$ cat config.mk
export PLATFORM = sky130hd
export DESIGN_NAME = inode_block_allocator
export DESIGN_NICKNAME = d
export VERILOG_FILES = /design/src/rtl/iba_pkg.sv /design/src/rtl/iba_ram.sv /design/src/rtl/inode_block_allocator.sv
export SDC_FILE = /design/constraint.sdc
export NUM_CORES = 2
export LEC_CHECK = 0
export BUFFER_PORTS_ARGS = -buffer_cell sky130_fd_sc_hd__buf_2
export CORE_ASPECT_RATIO = 0.5
export CORE_MARGIN = 5
export CORE_UTILIZATION = 44
export CTS_CLUSTER_SIZE = 40
export DETAILED_ROUTE_END_ITERATION = 8
export GPL_ROUTABILITY_DRIVEN = 0
export HOLD_SLACK_MARGIN = 0.12
export PLACE_DENSITY_LB_ADDON = 0.08
export SLEW_MARGIN = 20
export SYNTH_ARGS = -nofsm -noshare
export SYNTH_HDL_FRONTEND = slang
export SYNTH_HIERARCHICAL = 1
export SYNTH_SLANG_ARGS = --single-unit
$ cat constraint.sdc
create_clock -name clk -period 8 [get_ports clk]
set_input_delay 0.8 -clock clk [delete_from_list [all_inputs] [get_ports clk]]
set_output_delay 0.8 -clock clk [all_outputs]
set_load 0.05 [all_outputs]
$ cat src/rtl/iba_pkg.sv
// Shared types, sizes and codes of the inode block allocator.
// No dependencies.
`timescale 1ns / 1ps
`default_nettype none
package iba_pkg;
    localparam int SLOTS = 16;
    localparam int SLOT_W = 4;
    localparam int BLOCKS = 128;
    localparam int BLK_W = 7;
    localparam int PER_FILE = 8;
    localparam int PTR_IDX_W = 3;
    localparam int PTR_ADDR_W = SLOT_W + PTR_IDX_W;
    localparam int CNT_W = 4;

    typedef enum logic [1:0] {
        CMD_CREATE  = 2'd0,
        CMD_DELETE  = 2'd1,
        CMD_RESOLVE = 2'd2,
        CMD_NONE    = 2'd3
    } cmd_t;

    typedef enum logic [2:0] {
        ST_OK        = 3'd0,
        ST_PARTIAL   = 3'd1,
        ST_EXISTS    = 3'd2,
        ST_FULL      = 3'd3,
        ST_NOT_FOUND = 3'd4,
        ST_NO_BLOCK  = 3'd5,
        ST_BAD_SIZE  = 3'd6
    } status_t;

    // Name ends at the first zero byte.
    function automatic logic [63:0] clean_name(input logic [63:0] n);
        logic [63:0] r;
        logic        stop;
        r = '0;
        stop = 1'b0;
        for (int b = 0; b < 8; b++)
        begin
            if (n[8*b +: 8] == 8'd0)
                stop = 1'b1;
            if (!stop)
                r[8*b +: 8] = n[8*b +: 8];
        end
        return r;
    endfunction
endpackage
`default_nettype wire

$ cat src/rtl/iba_ram.sv
// Generic single-port synchronous RAM with registered read.
// No dependencies.
`timescale 1ns / 1ps
`default_nettype none
module iba_ram #(
    parameter int DEPTH = 16,
    parameter int AW = 4,
    parameter int DW = 8
) (
    input  wire logic          clk,
    input  wire logic          we,
    input  wire logic [AW-1:0] addr,
    input  wire logic [DW-1:0] wdata,
    output logic      [DW-1:0] rdata
);
    logic [DW-1:0] mem [DEPTH];

    always_ff @(posedge clk)
    begin
        if (we)
            mem[addr] <= wdata;
        rdata <= mem[addr];
    end
endmodule
`default_nettype wire

$ cat src/rtl/inode_block_allocator.sv
// Top level of the inode block allocator: sequencer, entry flags and bitmap.
// Depends on iba_pkg and iba_ram.
//
// Channel | Dir | tdata fields (lowest bit first)
// s_axis  | in  | command[1:0] file_name[65:2] block_count[69:66] block_index[72:70]
// m_axis  | out | status[2:0] physical_block[9:3] blocks_given[13:10] slot[17:14]
//
// One item at a time. A name search reads the name memory one entry a cycle.
// Create then clears 8 pointers and sweeps the busy bitmap one block a cycle;
// delete walks 8 pointers, then clears them. After reset a pass clears the
// pointer memory before the first item is taken. A result held on m_axis
// stalls the block until taken.
`timescale 1ns / 1ps
`default_nettype none
module inode_block_allocator (
    input  wire logic        clk,
    input  wire logic        rst_n,
    input  wire logic        s_axis_tvalid,
    output logic             s_axis_tready,
    input  wire logic [79:0] s_axis_tdata,  // command, file_name, block_count, block_index
    output logic             m_axis_tvalid,
    input  wire logic        m_axis_tready,
    output logic [23:0]      m_axis_tdata   // status, physical_block, blocks_given, slot
);
    typedef enum logic [9:0] {
        S_CLEAR   = 10'b0000000001,
        S_IDLE    = 10'b0000000010,
        S_SEARCH  = 10'b0000000100,
        S_DECIDE  = 10'b0000001000,
        S_ALLOC   = 10'b0000010000,
        S_WIPE    = 10'b0000100000,
        S_FREE    = 10'b0001000000,
        S_FREEW   = 10'b0010000000,
        S_RESOLVE = 10'b0100000000,
        S_OUT     = 10'b1000000000
    } state_t;

    state_t state_reg, state_next;

    logic [1:0]  cmd_reg;
    logic [63:0] name_reg;
    logic [3:0]  count_reg;
    logic [2:0]  index_reg;

    logic [iba_pkg::SLOTS-1:0]  used_reg;
    logic [iba_pkg::BLOCKS-1:0] busy_reg;

    logic [iba_pkg::SLOT_W:0]   scan_reg;   // one wider so it can reach the end
    logic                       hit_reg;
    logic [iba_pkg::SLOT_W-1:0] hit_slot_reg;
    logic [iba_pkg::SLOT_W-1:0] slot_reg;
    logic [iba_pkg::BLK_W:0]    blk_reg;
    logic [iba_pkg::CNT_W-1:0]  got_reg;
    logic [iba_pkg::PTR_IDX_W:0] k_reg;
    logic                       stop_reg;
    logic                       rd_pend_reg;
    logic [iba_pkg::PTR_ADDR_W:0] clr_reg;

    logic [2:0] st_reg;
    logic [6:0] phys_reg;
    logic [3:0] given_reg;
    logic [3:0] oslot_reg;

    // name memory
    logic                       nm_we;
    logic [iba_pkg::SLOT_W-1:0] nm_addr;
    logic [63:0]                nm_rdata;
    iba_ram #(.DEPTH(iba_pkg::SLOTS), .AW(iba_pkg::SLOT_W), .DW(64)) u_names (
        .clk(clk), .we(nm_we), .addr(nm_addr), .wdata(name_reg), .rdata(nm_rdata)
    );

    // pointer memory
    logic                           pm_we;
    logic [iba_pkg::PTR_ADDR_W-1:0] pm_addr;
    logic [iba_pkg::BLK_W-1:0]      pm_wdata;
    logic [iba_pkg::BLK_W-1:0]      pm_rdata;
    iba_ram #(.DEPTH(iba_pkg::SLOTS*iba_pkg::PER_FILE), .AW(iba_pkg::PTR_ADDR_W),
              .DW(iba_pkg::BLK_W)) u_ptrs (
        .clk(clk), .we(pm_we), .addr(pm_addr), .wdata(pm_wdata), .rdata(pm_rdata)
    );

    logic [iba_pkg::SLOT_W-1:0] prev_slot;
    logic                       free_found;
    logic [iba_pkg::SLOT_W-1:0] free_slot;

    assign prev_slot = scan_reg[iba_pkg::SLOT_W-1:0] - 1'b1;

    always_comb
    begin
        free_found = 1'b0;
        free_slot = '0;
        for (int i = iba_pkg::SLOTS - 1; i >= 0; i--)
        begin
            if (!used_reg[i])
            begin
                free_found = 1'b1;
                free_slot = iba_pkg::SLOT_W'(i);
            end
        end
    end

    assign s_axis_tready = (state_reg == S_IDLE);
    assign m_axis_tvalid = (state_reg == S_OUT);
    assign m_axis_tdata = {6'd0, oslot_reg, given_reg, phys_reg, st_reg};

    always_comb
    begin
        nm_we = 1'b0;
        nm_addr = scan_reg[iba_pkg::SLOT_W-1:0];
        pm_we = 1'b0;
        pm_addr = {slot_reg, k_reg[iba_pkg::PTR_IDX_W-1:0]};
        pm_wdata = '0;
        case (state_reg)
            S_CLEAR:
            begin
                pm_we = 1'b1;
                pm_addr = clr_reg[iba_pkg::PTR_ADDR_W-1:0];
            end
            S_DECIDE:
            begin
                nm_addr = free_slot;
                nm_we = (cmd_reg == iba_pkg::CMD_CREATE) && !hit_reg && free_found;
            end
            S_ALLOC:
            begin
                pm_addr = {slot_reg, got_reg[iba_pkg::PTR_IDX_W-1:0]};
                pm_wdata = blk_reg[iba_pkg::BLK_W-1:0];
                pm_we = (got_reg < count_reg) && !blk_reg[iba_pkg::BLK_W]
                        && !busy_reg[blk_reg[iba_pkg::BLK_W-1:0]];
            end
            S_WIPE, S_FREEW: pm_we = 1'b1;
            S_RESOLVE: pm_addr = {slot_reg, index_reg};
            default: ;
        endcase
    end

    always_comb
    begin
        state_next = state_reg;
        case (state_reg)
            S_CLEAR:
                if (clr_reg == (iba_pkg::PTR_ADDR_W+1)'(iba_pkg::SLOTS*iba_pkg::PER_FILE-1))
                    state_next = S_IDLE;
            S_IDLE: if (s_axis_tvalid) state_next = S_SEARCH;
            S_SEARCH:
                if (scan_reg == (iba_pkg::SLOT_W+1)'(iba_pkg::SLOTS)) state_next = S_DECIDE;
            S_DECIDE: state_next = S_OUT;
            S_ALLOC: state_next = S_ALLOC;
            S_WIPE: state_next = S_WIPE;
            S_FREE: state_next = S_FREE;
            S_FREEW: state_next = S_FREEW;
            S_RESOLVE: state_next = S_RESOLVE;
            S_OUT: if (m_axis_tready) state_next = S_IDLE;
            default: state_next = S_IDLE;
        endcase
    end

    always_ff @(posedge clk or negedge rst_n)
    begin
        if (!rst_n)
        begin
            state_reg <= S_CLEAR;
            used_reg <= '0;
            busy_reg <= '0;
            clr_reg <= '0;
            scan_reg <= '0;
            hit_reg <= 1'b0;
            rd_pend_reg <= 1'b0;
            cmd_reg <= '0;
            name_reg <= '0;
            count_reg <= '0;
            index_reg <= '0;
            hit_slot_reg <= '0;
            slot_reg <= '0;
            blk_reg <= '0;
            got_reg <= '0;
            k_reg <= '0;
            stop_reg <= 1'b0;
            st_reg <= '0;
            phys_reg <= '0;
            given_reg <= '0;
            oslot_reg <= '0;
        end
        else
        begin
            case (state_reg)
                S_CLEAR:
                begin
                    clr_reg <= clr_reg + 1'b1;
                    if (state_next == S_IDLE) state_reg <= S_IDLE;
                end
                S_IDLE:
                    if (s_axis_tvalid)
                    begin
                        cmd_reg <= s_axis_tdata[1:0];
                        name_reg <= iba_pkg::clean_name(s_axis_tdata[65:2]);
                        count_reg <= s_axis_tdata[69:66];
                        index_reg <= s_axis_tdata[72:70];
                        scan_reg <= '0;
                        hit_reg <= 1'b0;
                        if (s_axis_tdata[1:0] == iba_pkg::CMD_NONE)
                        begin
                            {st_reg, phys_reg, given_reg, oslot_reg} <= '0;
                            state_reg <= S_OUT;
                        end
                        else if (s_axis_tdata[1:0] == iba_pkg::CMD_CREATE
                                 && s_axis_tdata[69:66] > 4'(iba_pkg::PER_FILE))
                        begin
                            st_reg <= iba_pkg::ST_BAD_SIZE;
                            {phys_reg, given_reg, oslot_reg} <= '0;
                            state_reg <= S_OUT;
                        end
                        else
                            state_reg <= S_SEARCH;
                    end
                S_SEARCH:
                begin
                    // data for entry scan-1 is on nm_rdata
                    if (scan_reg != '0 && !hit_reg && used_reg[prev_slot]
                        && nm_rdata == name_reg)
                    begin
                        hit_reg <= 1'b1;
                        hit_slot_reg <= prev_slot;
                    end
                    if (scan_reg == (iba_pkg::SLOT_W+1)'(iba_pkg::SLOTS))
                        state_reg <= S_DECIDE;
                    else
                        scan_reg <= scan_reg + 1'b1;
                end
                S_DECIDE:
                begin
                    phys_reg <= '0;
                    given_reg <= '0;
                    k_reg <= '0;
                    got_reg <= '0;
                    blk_reg <= (iba_pkg::BLK_W+1)'(1);
                    stop_reg <= 1'b0;
                    rd_pend_reg <= 1'b0;
                    case (cmd_reg)
                        iba_pkg::CMD_CREATE:
                            if (hit_reg)
                            begin
                                st_reg <= iba_pkg::ST_EXISTS;
                                oslot_reg <= hit_slot_reg;
                                slot_reg <= hit_slot_reg;
                                state_reg <= S_OUT;
                            end
                            else if (!free_found)
                            begin
                                st_reg <= iba_pkg::ST_FULL;
                                oslot_reg <= '0;
                                slot_reg <= hit_slot_reg;
                                state_reg <= S_OUT;
                            end
                            else
                            begin
                                st_reg <= iba_pkg::ST_OK;
                                oslot_reg <= '0;
                                used_reg[free_slot] <= 1'b1;
                                slot_reg <= free_slot;
                                state_reg <= S_WIPE;
                            end
                        iba_pkg::CMD_DELETE, iba_pkg::CMD_RESOLVE:
                            if (!hit_reg)
                            begin
                                st_reg <= iba_pkg::ST_NOT_FOUND;
                                oslot_reg <= '0;
                                slot_reg <= hit_slot_reg;
                                state_reg <= S_OUT;
                            end
                            else
                            begin
                                st_reg <= iba_pkg::ST_OK;
                                oslot_reg <= hit_slot_reg;
                                slot_reg <= hit_slot_reg;
                                if (cmd_reg == iba_pkg::CMD_DELETE)
                                begin
                                    used_reg[hit_slot_reg] <= 1'b0;
                                    state_reg <= S_FREE;
                                end
                                else
                                    state_reg <= S_RESOLVE;
                            end
                        default:
                        begin
                            st_reg <= iba_pkg::ST_OK;
                            oslot_reg <= '0;
                            slot_reg <= hit_slot_reg;
                            state_reg <= S_OUT;
                        end
                    endcase
                end
                S_WIPE:
                begin
                    // clear the new entry's pointers, then allocate
                    if (k_reg == (iba_pkg::PTR_IDX_W+1)'(iba_pkg::PER_FILE-1))
                        state_reg <= S_ALLOC;
                    k_reg <= k_reg + 1'b1;
                end
                S_ALLOC:
                begin
                    if (got_reg >= count_reg || blk_reg[iba_pkg::BLK_W])
                    begin
                        st_reg <= (got_reg < count_reg) ? iba_pkg::ST_PARTIAL
                                                        : iba_pkg::ST_OK;
                        given_reg <= got_reg;
                        oslot_reg <= slot_reg;
                        state_reg <= S_OUT;
                    end
                    else
                    begin
                        if (!busy_reg[blk_reg[iba_pkg::BLK_W-1:0]])
                        begin
                            busy_reg[blk_reg[iba_pkg::BLK_W-1:0]] <= 1'b1;
                            got_reg <= got_reg + 1'b1;
                        end
                        blk_reg <= blk_reg + 1'b1;
                    end
                end
                S_FREE:
                begin
                    // read pointer k, then evaluate it in the following cycle
                    if (rd_pend_reg)
                    begin
                        if (!stop_reg && pm_rdata != '0)
                        begin
                            busy_reg[pm_rdata] <= 1'b0;
                            given_reg <= given_reg + 1'b1;
                        end
                        else
                            stop_reg <= 1'b1;
                        if (k_reg == (iba_pkg::PTR_IDX_W+1)'(iba_pkg::PER_FILE-1))
                        begin
                            k_reg <= '0;
                            state_reg <= S_FREEW;
                        end
                        else
                            k_reg <= k_reg + 1'b1;
                        rd_pend_reg <= 1'b0;
                    end
                    else
                        rd_pend_reg <= 1'b1;
                end
                S_FREEW:
                begin
                    if (k_reg == (iba_pkg::PTR_IDX_W+1)'(iba_pkg::PER_FILE-1))
                        state_reg <= S_OUT;
                    k_reg <= k_reg + 1'b1;
                end
                S_RESOLVE:
                begin
                    if (rd_pend_reg)
                    begin
                        if (pm_rdata == '0)
                            st_reg <= iba_pkg::ST_NO_BLOCK;
                        else
                            phys_reg <= pm_rdata;
                        state_reg <= S_OUT;
                        rd_pend_reg <= 1'b0;
                    end
                    else
                        rd_pend_reg <= 1'b1;
                end
                S_OUT:
                    if (m_axis_tready) state_reg <= S_IDLE;
                default: state_reg <= S_IDLE;
            endcase
        end
    end
endmodule
`default_nettype wire

==> flow_summary.ini <==
[status]
status = complete, no violations

[setup_path]
reg2regPathDepth = 14
path_delay_family = simple AND/OR/NAND/NOR gates
cp.depth = 14
critPathKind = reg -> reg
r2r_end = u_ptrs/rdata[0]
cp-startpoint = state_reg[4]
slowest_delay_ps = 760
required_ps = 8730
path_max_fanout = 68
worst-path-buf-inv = 2
worstSetupEndpointType = flop
worstSetupEndpoint = u_ptrs/rdata[0]
cp.arrival_ps = 7040
path_cells = nor4_1 -> nand2_1 -> or3_1 -> or3b_1 -> nand3_1 -> nand3_4 -> buf_12 -> nor2b_4 -> buf_4 -> a22o_1 -> a221oi_1 -> o21ai_0 -> o41a_1 -> mux2_2
worstReg2RegStart = state_reg[4]
r2r_slack_ps = 1690
startpoint_type = flop
critical_path.slowest_cell = a221oi_1

[timing]
fin_tns_setup_ps = 0
slew_headroom_pct = 22.1
max_freq_mhz = 158
skew_ps = 41.3
worstMarginPinSlew_ps = 1170
fin_crit_ps = 6310
setup_slack_ps = 1690
hold_viol_final = 0
slew_viol_final = 0
hold_slack_ps = 188
rsz0062_at_grt = no
min_period_over_period_pct = 78.9
setup_violations = 0

[synthesis]
synth_edf_count = 1920
avgSynthCellArea_um2 = 16.6
synth_area_mm2 = 0.0895
synth-seq-cells = 2276
synth-warning-count = 6
synthArstFlopShare_pct = 12.5
yosysSeqAreaShare_pct = 74.0
netlist-cell-type-count = 94
synthCells = 5393
synth_ff_type = edfxtp_1

[global_routing]
grt_max_degree = 156
grt_pass1_vias = 52240
grt_first_pass_wirelength_um = 374000
gr-usage-all-layers_pct = 24.0
antenna_found_initial = 4
gr-total-overflow = 0

[clocking]
cts_tree = yes
ctsHoldBuffers = 28
htreeDepth = 4
clk_path_buf_depth = 4
cts_buffers = 207
root_buffer = clkbuf_16
cts.clk_slew.worst_paths_ps = 60
cts_resized = 0
cts_setup_buffers = 0
clk_latency_ps = 860
clkSinkCount = 2276

[finish]
largest_reg_flops = 1024
final_cell_count_no_fill = 8426
multi_input_comb_area_mm2 = 0.0218
register_area_mm2 = 0.0662
drive_gt1_share_pct = 16.0
area_growth_pct = 11.9
fill_cells = 17001
nNetsFinal = 5622
n_antenna_cell = 0

[route]
wl_per_cell_um = 30.7
postRouteAntennaNets = 0
dr.pass1.iters = 6
vias = 51769
routed_via_density = 6.14
drcViolationCount = 0
wirelength_um = 259000
drt_iter0_markers = 5889

[min_path]
hp-class = in -> reg

[placement]
dp_cells = 8022
hpwl_um = 150000
portBuffers = 96
post-place-ws_ps = 1860

[power]
p_per_area_mw_per_mm2 = 278
p_leak_nw = 31.3
finalPower_mw = 27.8
ir_worst_vdd_mv = 0.262

[floorplanning]
core_mm2 = 0.203
initial_utilization_pct = 44.1
die_width_um = 648
dieArea_mm2 = 0.213
num_rows = 117
ios = 110
die_y_um = 329

[job]
drv_cap = 0
[power breakdown]
| part | switching [mW] | internal, mW |
|---|---|---|
| clock | 4.36 | 5.46 |
| sequential | 0.858 | 13.8 |
| combinational | 1.86 | 1.45 |
| total | 7.07 | 20.7 |
[layout by cell type, fill, tap and decap left out, types with 34 or more instances in the layout]
master / n
nand3_1: 71
nor2_1: 266
xor2_1: 60
o21ai_0: 302
a22oi_1: 207
clkbuf_16: 212
dfrtp_1: 283
mux4_2: 274
nor4_1: 35
buf_4: 124
clkinv_2: 37
edfxtp_1: 1920
o22ai_1: 86
a221oi_1: 154
a21oi_1: 130
dfxtp_1: 71
mux2i_1: 141
nand2_1: 330
clkbuf_1: 54
inv_1: 44
o21ai_1: 96
buf_2: 95
a22o_1: 113
nor2b_1: 34
[stage by stage]
step	instance area (um^2)	utilization [%]
2_1_floorplan	89500	-
3_3_place_gp	93200	45.9
3_5_place_dp	93200	46.0
4_1_cts	100000	49.3
5_1_grt	100000	49.3
6_report	100000	49.3
[logic make-up (layout without fill, tap and decap cells)]
family                   count (synthesis)  after routing  synth area share [%]
AO/OA/AOI/OAI                         1246           1246                  9.35
XOR/XNOR                                73             73                 0.714
adder cells (fa/ha/maj)                 15             15                 0.210
buffers and inverters                  392            683                  2.02
flip-flops                            2276           2276                  74.0
multiplexers                           448            448                  8.89
other                                    1              6               0.00419
AND/OR/NAND/NOR                        942            942                  4.85
[metal layers]
layer | global-route usage, % | vias to the layer above | share of wire [%]
met1 | 34.7 | 27541 | 43
met3 | 4.07 | 444 | 6.9
li1 | - | 21800 | -
met5 | 0 | - | 0.0050
met2 | 37.6 | 1982 | 47
met4 | 7.19 | 2 | 3.2
[Yosys cell counts, types with 10 or more instances]
cell | instances | area share (%)
a21oi_1 | 130 | 0.73
a221o_1 | 12 | 0.13
a221oi_1 | 154 | 1.5
a22o_1 | 113 | 1.1
a22oi_1 | 207 | 1.7
a31oi_1 | 15 | 0.10
and2_1 | 22 | 0.15
buf_1 | 25 | 0.10
buf_2 | 98 | 0.55
buf_4 | 30 | 0.25
buf_6 | 14 | 0.18
clkbuf_1 | 176 | 0.74
dfrtp_1 | 284 | 7.9
dfxtp_1 | 71 | 1.6
edfxtp_1 | 1920 | 64
ha_1 | 15 | 0.21
inv_1 | 45 | 0.19
mux2_2 | 30 | 0.38
mux2i_1 | 141 | 1.6
mux4_2 | 274 | 6.9
nand2_1 | 333 | 1.4
nand2b_1 | 21 | 0.15
nand3_1 | 75 | 0.42
nand4_1 | 25 | 0.17
nor2_1 | 285 | 1.2
nor2b_1 | 42 | 0.29
nor3_1 | 35 | 0.20
nor4_1 | 35 | 0.24
o21ai_0 | 305 | 1.7
o21ai_1 | 95 | 0.53
o221ai_1 | 15 | 0.15
o22a_1 | 11 | 0.11
o22ai_1 | 86 | 0.60
o31ai_1 | 27 | 0.23
or3_1 | 10 | 0.070
xnor2_1 | 13 | 0.13
xor2_1 | 60 | 0.59
[how the worst min path moves through the flow]
| stage | from | to | slack (ps) | cells past startpoint |
|---|---|---|---|---|
| final | s_axis_tdata[38] | name_reg[36] | 190 | 2 |
| after global routing | s_axis_tdata[38] | name_reg[36] | 140 | 2 |
| after CTS | s_axis_tdata[57] | name_reg[55] | 130 | 2 |
| after detailed placement | clr_reg[7] | clr_reg[7] | 460 | 1 |
| after global placement | busy_reg[0] | busy_reg[0] | 460 | 1 |
| after floorplan | busy_reg[0] | busy_reg[0] | 440 | 1 |
[cell type report]
| class | instances | area share [%] |
|---|---|---|
| inverter | 49 | 0.184 |
| sequential | 2276 | 66.1 |
| clock inverter | 86 | 0.747 |
| multi-input combinational | 2730 | 21.8 |
| clock buffer | 289 | 5.82 |
| tap | 2737 | 3.42 |
| timing repair buffer | 259 | 1.91 |
Power figures use the tool's default switching activity.
